`config.mk`:
```
export PLATFORM = sky130hd
export DESIGN_NAME = lru_frame_replacement
export DESIGN_NICKNAME = d
export VERILOG_FILES = /design/src/sv/lrufr_pkg.sv /design/src/sv/lru_frame_replacement.sv /design/src/sv/lrufr_ram.sv /design/src/sv/lrufr_core.sv
export SDC_FILE = /design/constraint.sdc
export NUM_CORES = 1
export LEC_CHECK = 0
export ABC_CLOCK_PERIOD_IN_PS = 5700
export BUFFER_PORTS_ARGS = -buffer_cell sky130_fd_sc_hd__buf_2
export CAP_MARGIN = 0
export CORE_MARGIN = 3
export CORE_UTILIZATION = 63
export DETAILED_ROUTE_END_ITERATION = 8
export PLACE_DENSITY = 0.82
export SYNTH_ARGS = -nofsm -noshare
export SYNTH_HDL_FRONTEND = slang
export SYNTH_HIERARCHICAL = 1
export SYNTH_SLANG_ARGS = --single-unit
```
`constraint.sdc`:
```
create_clock -name clk -period 5.7 [get_ports clk]
set_input_delay 0.285 -clock clk [delete_from_list [all_inputs] [get_ports clk]]
set_output_delay 0.285 -clock clk [all_outputs]
set_load 0.02 [all_outputs]
```
`src/sv/lrufr_pkg.sv`:
```
// ----------------------------------------------------------------------------
// lrufr_pkg: shared types for the LRU frame replacement list
// Holds the sequencer states and the command and result records that pass
// between the list core and the stream wrapper.
// ----------------------------------------------------------------------------
package lrufr_pkg;

	// Operation codes carried on the input tuser bit.
	localparam logic OP_TOUCH  = 1'b0;
	localparam logic OP_REMOVE = 1'b1;

	typedef enum logic [2:0] {
		ST_CLEAR,
		ST_IDLE,
		ST_READ,
		ST_APPEND,
		ST_REPORT
	} lrufr_state_t;

	typedef struct packed {
		logic       op;
		logic [5:0] frame;
	} lrufr_cmd_t;

	typedef struct packed {
		logic       was_listed;
		logic [6:0] listed_count;
		logic [5:0] victim_frame;
		logic       victim_valid;
	} lrufr_result_t;

endpackage

```
`src/sv/lru_frame_replacement.sv`:
```
// ----------------------------------------------------------------------------
// lru_frame_replacement: LRU replacement list over evictable frames
// Stream wrapper around the recency list core, with a registered result
// stage so that a waiting result does not hold back the next command.
// ----------------------------------------------------------------------------
//
//  Channel   Direction  tdata (low bit up)                          tuser
//  s_axis    in         frame[5:0], zero pad to 8 bits              op
//  m_axis    out        victim_valid, victim_frame[5:0],            none
//                       listed_count[6:0], was_listed, zero pad
//
// In the core, the transfer cycle of a command issues the reads of the flag
// and link memories, the next cycle unlinks, the next appends, and the last
// hands the result to the output register. Unlink and append are separate
// steps since each link memory has a single write port, which both need.
// After reset the core clears every entry of the flag memory before it
// accepts the first command. A stalled result sits in the output register
// while the core already takes the next command; the core waits in its
// report step only if that register is still full.
//
module lru_frame_replacement
	import lrufr_pkg::*;
#(
	parameter int NUM_FRAMES = 64
) (
	input  logic        clk,
	input  logic        arst_n,
	input  logic        s_axis_tvalid,
	output logic        s_axis_tready,
	input  logic [7:0]  s_axis_tdata,   // frame[5:0], pad
	input  logic        s_axis_tuser,   // op
	output logic        m_axis_tvalid,
	input  logic        m_axis_tready,
	output logic [15:0] m_axis_tdata    // victim_valid, victim_frame, listed_count,
	                                     // was_listed, pad
);

	lrufr_cmd_t    cmd;
	lrufr_result_t res;
	logic          res_valid;
	logic          res_ready;

	logic          out_valid_q;
	lrufr_result_t out_q;

	assign cmd.op    = s_axis_tuser;
	assign cmd.frame = s_axis_tdata[5:0];

	lrufr_core #(.NUM_FRAMES(NUM_FRAMES)) u_core (
		.clk       (clk),
		.arst_n    (arst_n),
		.cmd_valid (s_axis_tvalid),
		.cmd_ready (s_axis_tready),
		.cmd       (cmd),
		.res_valid (res_valid),
		.res_ready (res_ready),
		.res       (res)
	);

	// The output register takes a new result when it is empty or when its
	// current result leaves in the same cycle.
	assign res_ready = !out_valid_q || m_axis_tready;

	always_ff @(posedge clk or negedge arst_n) begin
		if (!arst_n) begin
			out_valid_q <= 1'b0;
		end else if (res_ready) begin
			out_valid_q <= res_valid;
		end
	end

	always_ff @(posedge clk) begin
		if (res_ready && res_valid) begin
			out_q <= res;
		end
	end

	assign m_axis_tvalid = out_valid_q;
	assign m_axis_tdata  = {1'b0, out_q.was_listed, out_q.listed_count,
		out_q.victim_frame, out_q.victim_valid};

endmodule

```
`src/sv/lrufr_ram.sv`:
```
// ----------------------------------------------------------------------------
// lrufr_ram: simple dual-port memory
// One write port and one read port; read data is registered.
// ----------------------------------------------------------------------------
module lrufr_ram #(
	parameter int DEPTH = 64,
	parameter int WIDTH = 6
) (
	input  logic                     clk,
	input  logic                     we,
	input  logic [$clog2(DEPTH)-1:0] waddr,
	input  logic [WIDTH-1:0]         wdata,
	input  logic [$clog2(DEPTH)-1:0] raddr,
	output logic [WIDTH-1:0]         rdata
);

	logic [WIDTH-1:0] mem [DEPTH];
	logic [WIDTH-1:0] rdata_q;

	always_ff @(posedge clk) begin
		if (we) begin
			mem[waddr] <= wdata;
		end
	end

	always_ff @(posedge clk) begin
		rdata_q <= mem[raddr];
	end

	assign rdata = rdata_q;

endmodule

```
`src/sv/lrufr_core.sv`:
```
// ----------------------------------------------------------------------------
// lrufr_core: recency list sequencer
// Holds the doubly linked list in two link memories and a membership flag
// memory, and walks each command through read, unlink, append and report steps.
// ----------------------------------------------------------------------------
module lrufr_core
	import lrufr_pkg::*;
#(
	parameter int NUM_FRAMES = 64
) (
	input  logic          clk,
	input  logic          arst_n,
	input  logic          cmd_valid,
	output logic          cmd_ready,
	input  lrufr_cmd_t    cmd,
	output logic          res_valid,
	input  logic          res_ready,
	output lrufr_result_t res
);

	localparam int IDX_W = $clog2(NUM_FRAMES);
	localparam int CNT_W = $clog2(NUM_FRAMES + 1);

	lrufr_state_t state_q, state_d;

	logic             op_q;
	logic [IDX_W-1:0] frame_q;
	logic             fvalid_q;
	logic             was_q, was_d;
	logic [IDX_W-1:0] oldest_q, oldest_d;
	logic [IDX_W-1:0] newest_q, newest_d;
	logic [CNT_W-1:0] count_q, count_d;
	logic [IDX_W-1:0] clr_q;

	// Memory ports.
	logic             ol_we, nw_we, fl_we;
	logic [IDX_W-1:0] ol_waddr, nw_waddr, fl_waddr;
	logic [IDX_W-1:0] ol_wdata, nw_wdata;
	logic             fl_wdata;
	logic [IDX_W-1:0] rd_addr;
	logic [IDX_W-1:0] ol_rdata, nw_rdata;
	logic             fl_rdata;

	logic [12:0] cnt_ext;
	logic [11:0] old_ext;

	assign rd_addr = IDX_W'(cmd.frame);

	lrufr_ram #(.DEPTH(NUM_FRAMES), .WIDTH(IDX_W)) u_older (
		.clk   (clk),
		.we    (ol_we),
		.waddr (ol_waddr),
		.wdata (ol_wdata),
		.raddr (rd_addr),
		.rdata (ol_rdata)
	);

	lrufr_ram #(.DEPTH(NUM_FRAMES), .WIDTH(IDX_W)) u_newer (
		.clk   (clk),
		.we    (nw_we),
		.waddr (nw_waddr),
		.wdata (nw_wdata),
		.raddr (rd_addr),
		.rdata (nw_rdata)
	);

	lrufr_ram #(.DEPTH(NUM_FRAMES), .WIDTH(1)) u_flag (
		.clk   (clk),
		.we    (fl_we),
		.waddr (fl_waddr),
		.wdata (fl_wdata),
		.raddr (rd_addr),
		.rdata (fl_rdata)
	);

	always_comb begin
		state_d   = state_q;
		was_d     = was_q;
		oldest_d  = oldest_q;
		newest_d  = newest_q;
		count_d   = count_q;
		ol_we     = 1'b0;
		ol_waddr  = frame_q;
		ol_wdata  = newest_q;
		nw_we     = 1'b0;
		nw_waddr  = newest_q;
		nw_wdata  = frame_q;
		fl_we     = 1'b0;
		fl_waddr  = frame_q;
		fl_wdata  = 1'b0;
		cmd_ready = 1'b0;
		res_valid = 1'b0;
		unique case (state_q)
			ST_CLEAR: begin
				fl_we    = 1'b1;
				fl_waddr = clr_q;
				fl_wdata = 1'b0;
				if (clr_q == IDX_W'(NUM_FRAMES - 1)) begin
					state_d = ST_IDLE;
				end
			end
			ST_IDLE: begin
				cmd_ready = 1'b1;
				if (cmd_valid) begin
					state_d = ST_READ;
				end
			end
			ST_READ: begin
				// Unlink the frame if it is in the list.
				was_d = fvalid_q & fl_rdata;
				if (fvalid_q && fl_rdata) begin
					if (count_q <= CNT_W'(1)) begin
						count_d = '0;
					end else begin
						if (frame_q == oldest_q) begin
							oldest_d = nw_rdata;
						end else if (frame_q == newest_q) begin
							newest_d = ol_rdata;
						end else begin
							nw_we    = (32'(ol_rdata) < NUM_FRAMES);
							nw_waddr = ol_rdata;
							nw_wdata = nw_rdata;
							ol_we    = (32'(nw_rdata) < NUM_FRAMES);
							ol_waddr = nw_rdata;
							ol_wdata = ol_rdata;
						end
						count_d = count_q - CNT_W'(1);
					end
				end
				state_d = ST_APPEND;
			end
			ST_APPEND: begin
				if (fvalid_q) begin
					fl_we    = 1'b1;
					fl_waddr = frame_q;
					fl_wdata = (op_q == OP_TOUCH);
					if (op_q == OP_TOUCH) begin
						if (count_q == '0) begin
							oldest_d = frame_q;
						end else begin
							nw_we    = (32'(newest_q) < NUM_FRAMES);
							nw_waddr = newest_q;
							nw_wdata = frame_q;
							ol_we    = 1'b1;
							ol_waddr = frame_q;
							ol_wdata = newest_q;
						end
						newest_d = frame_q;
						count_d  = count_q + CNT_W'(1);
					end
				end
				state_d = ST_REPORT;
			end
			ST_REPORT: begin
				res_valid = 1'b1;
				if (res_ready) begin
					state_d = ST_IDLE;
				end
			end
			default: begin
				state_d = ST_IDLE;
			end
		endcase
	end

	always_ff @(posedge clk or negedge arst_n) begin
		if (!arst_n) begin
			state_q  <= ST_CLEAR;
			clr_q    <= '0;
			oldest_q <= '0;
			newest_q <= '0;
			count_q  <= '0;
			was_q    <= 1'b0;
		end else begin
			state_q  <= state_d;
			oldest_q <= oldest_d;
			newest_q <= newest_d;
			count_q  <= count_d;
			was_q    <= was_d;
			if (state_q == ST_CLEAR) begin
				clr_q <= clr_q + IDX_W'(1);
			end
		end
	end

	always_ff @(posedge clk) begin
		if (cmd_ready && cmd_valid) begin
			op_q     <= cmd.op;
			frame_q  <= IDX_W'(cmd.frame);
			fvalid_q <= (32'(cmd.frame) < NUM_FRAMES);
		end
	end

	assign cnt_ext = 13'(count_q);
	assign old_ext = 12'(oldest_q);

	always_comb begin
		res.victim_valid = (count_q != '0);
		res.victim_frame = (count_q != '0) ? old_ext[5:0] : 6'd0;
		res.listed_count = cnt_ext[6:0];
		res.was_listed   = was_q;
	end

endmodule
```
==> results.md, run 1 <==
* Status: completed
* Slew Limit Fails at 0
* Cells after Synth at about 1900
* CP top delay family: simple AND/OR/NAND/NOR gates
* Fin util at 0.701
* Setup bufs post-CTS at 0
* Layout Nets at 1983
* Core box area at about 57000 um^2
* Reg clk slew, reported paths at roughly 0.06 ns
* Dpl hpwl at 44400 um
* Num CTS Buffers at 86
* Post-CTS Hold Fix Bufs at 4
* # H-tree levels at 3
* Number of global-route vias before repair at 19400
* Hold Violations, Final at 0
* CTS root buf: clkbuf_16
* Crit start category: flop
* Worst Tran Pin Value at 1.12 ns
* Power consumption at ~17 mW
* Congestion Overflow GR at 0
* VDD IR max at roughly 310 uV
* Worst setup path category: reg2reg
* Crit end category: flop
* Static leakage at about 13 nW
* Clock Path Buffers at 3
* Final min period at ~4.7 ns
* Die area at between 60000 and 70000 um^2
* Max Cap Viol at 0
* Rel. slew slack at 0.250
* Routed wire per std cell at 28.6 um
* Pre-antenna DRT Iters at 5
* First-pass GRT wire length at approximately 120000 um
* Clock latency on the worst-skew pair at between 0.6 and 0.7 ns
* Slowest CP cell: mux2_2
* CP Max Fanout at 39
* GPL Wtd Cong at ~0.87
* Sequential-to-total area share from yosys stat at 0.735
* Setup ws final at 1.01 ns
* Die width at 246 um
* CTS sink cnt at around 900
* Fmax at roughly 210 MHz
* Post-Syn Area at ~36000 um^2
* Io pins at 31
* Ys Warns at 6
* Initial Util at 0.640
* Row count at between 80 and 90
* Fraction of registers with async set or reset after synthesis at 0.0334
* Gr usage total at 0.271
* RSZ-0062 raised after global routing: false
* CP Data Arrival Time at roughly 4.9 ns
* Initial DRC count at 2581
* Period utilization at 0.824
* Avg Cell Area, Syn at around 19 um^2
* Via count at between 15000 and 20000
* Placed insts at about 2600
* Worst-path cell chain: inv_1 -> ha_1 -> o21bai_1 -> nand3_1 -> nand3_1 -> mux2_2 -> nor2b_1 -> nand3_1 -> nor2_1
* Worst EP required at 5.95 ns
* Pin count of the biggest net entering global routing at 87
* PortBufs at 27
* Synth cell types at between 70 and 80
* Crit-path most repeated cell: nand3_1
* CTS tree: yes
* WL final at 80000 um
* Mapped Nets at just under 2000
* DIE HEIGHT at about 250 um
* DR DRC count at 0
* Initial antenna violation count at 2
* Post-place setup slack at 1.17 ns
* Max stage delay on crit path at around 0.9 ns
* Layout cell share with drive strength beyond 1 at 0.211
* Hold Crit Class: in2async
* EDFF count, synth at 854
* Finished Layout Cells at about 2800
* Via-to-Cell Ratio at ~6.8
* CP bufs+invs at 1
* Setup TNS at 0 ns
* Final setup violation count at 0
* Worst clock skew at 0.0287 ns
* Power per cell area at around 420 nW/um^2
* Post-CTS resize count at 0
* Ys flop type: edfxtp_1
* Area grow syn2layout at 9.61%
* Final antenna-violating net count at 0
* Synth Register Bits at 897
[placed cells by master (no fill, tap or decap), types with 13 or more instances in the layout]
cell type  count
o21ai_1       13
clkinv_2      14
mux2_2        38
nand2b_1      18
edfxtp_1     854
nand3_1       35
mux4_2       185
nor3_1        19
o221ai_1      18
o22ai_1       25
buf_4         25
nand3b_1      13
clkbuf_16     88
mux4_1        13
a21oi_1       29
dfxtp_1       13
dfrtp_1       30
clkbuf_8      13
buf_2         24
nor2b_1       26
nor2_1       212
a211oi_1      15
clkbuf_1      21
clkinv_1      16
nand2_1       64
mux2i_1       35
xor2_1        14
[worst paths after layout]
path | start | end | slack, ns | cells after the start
max in group asynchronous | arst_n | u_core/oldest_q[3]$_DFFE_PN0P_ | 4.97 | 2
worst max register to register | u_core/count_q[1]$_DFFE_PN0P_ | u_core/u_older/mem[19][1]$_DFFE_PP_ | 1.01 | 9
worst min register to register | u_core/clr_q[5]$_DFFE_PN0P_ | u_core/clr_q[5]$_DFFE_PN0P_ | 0.49 | 1
worst max-delay path | u_core/count_q[1]$_DFFE_PN0P_ | u_core/u_older/mem[19][1]$_DFFE_PP_ | 1.01 | 9
worst min-delay path | arst_n | u_core/newest_q[4]$_DFFE_PN0P_ | 0.25 | 2
min in group clk | s_axis_tdata[4] | u_core/frame_q[4]$_DFFE_PP_ | 0.29 | 1
[layer usage]
layer | vias up | global-route usage | routed length [um]
met2 | 1292 | 0.432 | 39500
met4 | 0 | 0.0978 | 2570
met3 | 190 | 0.0492 | 8420
met1 | 9779 | 0.385 | 29500
li1 | 7871 | - | -
met5 | - | 0 | 0
[cell usage after synthesis, types with 6 or more instances]
master    instances  share of area
xor2_1           14         0.0034
or3_1             7         0.0012
a21oi_1          29         0.0040
o221ai_1         18         0.0043
a41oi_1           6         0.0014
buf_2            33         0.0046
nand2_1          64         0.0066
nand2b_1         18         0.0031
buf_4             9         0.0019
and2_1            8         0.0014
nor2_1          213          0.022
nor2b_1          26         0.0045
inv_1             8        0.00083
mux2_2           38          0.012
o22a_1           12         0.0029
a32o_1            6         0.0017
a211oi_1         15         0.0031
nand3b_1         13         0.0027
dfrtp_1          30          0.021
o22ai_1          25         0.0043
nand3_1          35         0.0048
a22oi_1           7         0.0014
dfxtp_1          13         0.0072
edfxtp_1        854           0.71
o21ai_0           6        0.00083
mux2_4            6         0.0025
buf_6            13         0.0040
a221oi_1          6         0.0014
clkbuf_1         43         0.0044
nand4_1           9         0.0016
mux2i_1          35         0.0097
o21ai_1          13         0.0018
nor3_1           19         0.0026
mux4_2          185           0.11
mux4_1           13         0.0094
[layout make-up]
class | instances | area (um^2)
flip-flops and latches | 897 | 26700
fillers | 3189 | 17000
multi-input cells | 914 | 8940
clock buffers | 121 | 2450
well taps | 756 | 946
repair buffers | 58 | 437
clock inverters | 37 | 299
inverters | 8 | 30.0
diodes | 2 | 5.00
[state kept, by name, indices dropped and copies added (netlist names), 3 cells and up]
register              count
u_core/u_newer/mem      384
u_core/u_older/mem      384
u_core/u_flag/mem        64
m_axis_tdata             15
u_core/count_q            7
u_core/clr_q              6
u_core/frame_q            6
u_core/newest_q           6
u_core/oldest_q           6
u_core/u_newer/rdata      6
u_core/u_older/rdata      6
u_core/state_q            3
[report_power, final]
| part | total (mW) | switching (mW) | internal (mW) |
|---|---|---|---|
| registers | 8.37 | 0.196 | 8.17 |
| logic | 2.59 | 1.92 | 0.671 |
| clock network | 5.54 | 2.37 | 3.17 |
| total | 16.5 | 4.49 | 12.0 |
[cell families (layout without fill, tap and decap cells)]
family	count (synthesis)	count (layout)	synth area share
AO/OA/AOI/OAI	165	165	0.0333
XOR/XNOR	19	19	0.00459
buffers and inverters	113	224	0.0189
AND/OR/NAND/NOR	447	447	0.0583
other	1	3	0.000103
adder cells (fa/ha/maj)	5	5	0.00172
multiplexers	277	277	0.148
flip-flops	897	897	0.735
[stage by stage]
| step | cell area (um^2) | hold WS (ns) |
|---|---|---|
| floorplan | 36300 | -0.0106 |
| global placement | 37000 | 0.367 |
| detailed placement | 37000 | 0.379 |
| CTS | 39800 | 0.242 |
| global route | 39800 | 0.268 |
| finish | 39800 | 0.255 |
No activity file was read; power rests on OpenSTA's default activity.
==> run 2: changes to the inputs <==
Settings changed: ABC_CLOCK_PERIOD_IN_PS 5700 to 4500.
Clock period 5.7 ns to 4.5 ns, I/O delays scaled along.
==> run 2 against run 1 <==
Net effect: count of clock-buffer cells in the layout fell by 15; critical path depth stayed put; clock skew increased by 0.0047 ns; worst setup slack worse by 0.74 ns; sequential power is 27% higher; utilization is 0.25 points higher; critical path type unchanged; maximum frequency up 11%; largest cell class unchanged; clock power is 25% higher; register-to-register slack worse by 0.74 ns; hold slack got worse by 0.20 ns.
==> results.md, run 2 (synthesized netlist as in run 1, its figures left out) <==
* Fmax at 236 MHz (+11%)
* Crit-path most repeated cell: nand3_1
* Row count at 87 (unchanged)
* Num CTS Buffers at 85 (-1.2%)
* Worst EP required at 4.75 ns (-1.20 ns)
* Routed wire per std cell at 28.5 um (-0.38%)
* Die width at 246 um (unchanged)
* Power per cell area at 522 nW/um^2 (+26%)
* Rel. slew slack at 0.353 (+0.102)
* Worst Tran Pin Value at 0.971 ns (-0.145 ns)
* CP Data Arrival Time at 4.49 ns (-0.45 ns)
* DIE HEIGHT at 246 um (unchanged)
* DR DRC count at 0 (unchanged)
* Biggest regs: u_core/u_newer/mem x384, u_core/u_older/mem x384, u_core/u_flag/mem x64
* Area grow syn2layout at 10.0%
* VDD IR max at 447 uV (+45%)
* Crit start category: flop
* Via count at 19200 (+0.42%)
* Max Cap Viol at 0 (unchanged)
* Core box area at 56700 um^2 (unchanged)
* Layout Nets at 2006 (+1.2%)
* Final setup violation count at 0 (unchanged)
* Layout fillers at 3216 (+0.85%)
* Pin count of the biggest net entering global routing at 96 (+10%)
* Initial DRC count at 2461 (-4.6%)
* Static leakage at 12.7 nW (+0.56%)
* Period utilization at 0.941 (+0.117)
* CP top delay family: simple AND/OR/NAND/NOR gates
* Reg clk slew, reported paths at 0.06 ns (about the same)
* Gr usage total at 0.272 (+0.000542)
* Most frequent cells in the layout: edfxtp_1 (854), nor2_1 (212), mux4_2 (185), clkbuf_16 (86), nand2_1 (64)
* CP bufs+invs at 1 (unchanged)
* Slew Limit Fails at 0 (unchanged)
* Max stage delay on crit path at 0.75 ns (-0.16 ns)
* Status: completed
* Hold Violations, Final at 0 (unchanged)
* CP Max Fanout at 12 (-69%)
* PortBufs at 27 (unchanged)
* Via-to-Cell Ratio at 6.83 (-0.33%)
* Setup bufs post-CTS at 0 (unchanged)
* Dpl hpwl at 46500 um (+4.8%)
* Final min period at 4.23 ns (-0.460 ns)
* Setup ws final at 0.266 ns (-0.740 ns)
* RSZ-0062 raised after global routing: false
* Clock latency on the worst-skew pair at 0.63 ns (about the same)
* GPL Wtd Cong at 0.853 (-1.8%)
* CTS tree: yes
* Crit end category: flop
* Worst clock skew at 0.0334 ns (+0.00470 ns)
* Initial antenna violation count at 0 (-2)
* Congestion Overflow GR at 0 (unchanged)
* CTS root buf: clkbuf_16
* Layout cell share with drive strength beyond 1 at 0.220 (+0.00854)
* Io pins at 31 (unchanged)
* Clock Path Buffers at 3 (unchanged)
* Worst-path cell chain: inv_1 -> ha_1 -> o21bai_1 -> nand3_1 -> nand3_1 -> nand2_1 -> nor2b_1 -> nand3_1 -> nor2_1
* WL final at 80300 um (+0.37%)
* Number of global-route vias before repair at 19200 (-0.84%)
* CTS sink cnt at 897 (unchanged)
* Die area at 60500 um^2 (unchanged)
* Pre-antenna DRT Iters at 6 (+1)
* Fin util at 0.704 (+0.00251)
* Worst setup path category: reg2reg
* First-pass GRT wire length at 121000 um (about the same)
* Final antenna-violating net count at 0 (unchanged)
* # H-tree levels at 3 (unchanged)
* Hold Crit Class: in2reg
* Slowest CP cell: nor2_1
* Post-place setup slack at 0.340 ns (-0.834 ns)
* Most common cell after layout, fill and taps aside: edfxtp_1
* Initial Util at 0.640 (unchanged)
* Setup TNS at 0 ns (unchanged)
-- run 2: changes by cell type in the layout (fill, tap and decap cells not counted), sizes merged, moves of 2 or more --
cell	change
inv	+3
buf	+23
clkinv	+2
bufinv	+2
clkbuf	-15
clkinvlp	+5
-- run 2: what timing repair did --
action                                  4_1_cts  5_1_grt
endpoints found under the setup margin        0       34
hold buffers                                  5        0
hold endpoints to repair                     36        0
gates resized for setup                       0        1
-- run 2: cell type report --
cell class	instances	area, um^2	share of cell area
inverter	8	30.0	0.000753
sequential	897	26700	0.668
antenna	2	5.00	0.000125
clock inverter	49	463	0.0116
clock buffer	106	2240	0.0561
timing repair buffer	82	619	0.0155
tap	756	946	0.0237
multi-input combinational	914	8940	0.224
-- run 2: stage by stage --
step	total power, mW	hold WS, ns	cells	cell area [um^2]
finish	20.8	0.0503	2814	39900
global route	21.5	0.0372	2812	39900
CTS	20.9	0.0224	2812	39900
detailed placement	14.0	0.328	2652	37100
global placement	13.8	0.310	2652	37100
floorplan	12.8	-0.0706	1924	36300
-- run 2: worst reg2reg max path: stages, from the launching register on --
cell and delay, ns:
dfrtp_1 0.42, inv_1 0.11, ha_1 0.19, o21bai_1 0.18, nand3_1 0.21, nand3_1 0.34, nand2_1 0.54, nor2b_1 0.46
nand3_1 0.65, nor2_1 0.75
-- run 2: power breakdown --
part           switching, mW  total [mW]  internal (mW)  leakage (nW)
clock network           3.03        6.93           3.90          1.30
logic                   2.44        3.31          0.866          3.19
registers              0.251        10.6           10.4          8.19
-- run 2: final timing paths --
path                                                        to  cells past startpoint  slack, ns                          start
max in group asynchronous       u_core/oldest_q[0]$_DFFE_PN0P_                      2       3.82                         arst_n
max                        u_core/u_older/mem[38][2]$_DFFE_PP_                      9       0.27  u_core/count_q[1]$_DFFE_PN0P_
min                                u_core/frame_q[3]$_DFFE_PP_                      1       0.05                s_axis_tdata[3]
max reg2reg                u_core/u_older/mem[38][2]$_DFFE_PP_                      9       0.27  u_core/count_q[1]$_DFFE_PN0P_
min in group asynchronous        u_core/count_q[1]$_DFFE_PN0P_                      2       0.19                         arst_n
min reg2reg                        u_core/clr_q[5]$_DFFE_PN0P_                      1       0.50    u_core/clr_q[5]$_DFFE_PN0P_
-- run 2: metal layers --
layer  global-route usage  part of all wire  up-vias
li1                     -                 -     7922
met1                0.383              0.37     9764
met2                0.431              0.49     1307
met3               0.0517              0.10      219
met4                0.105             0.037        0
met5                    0                 0        -
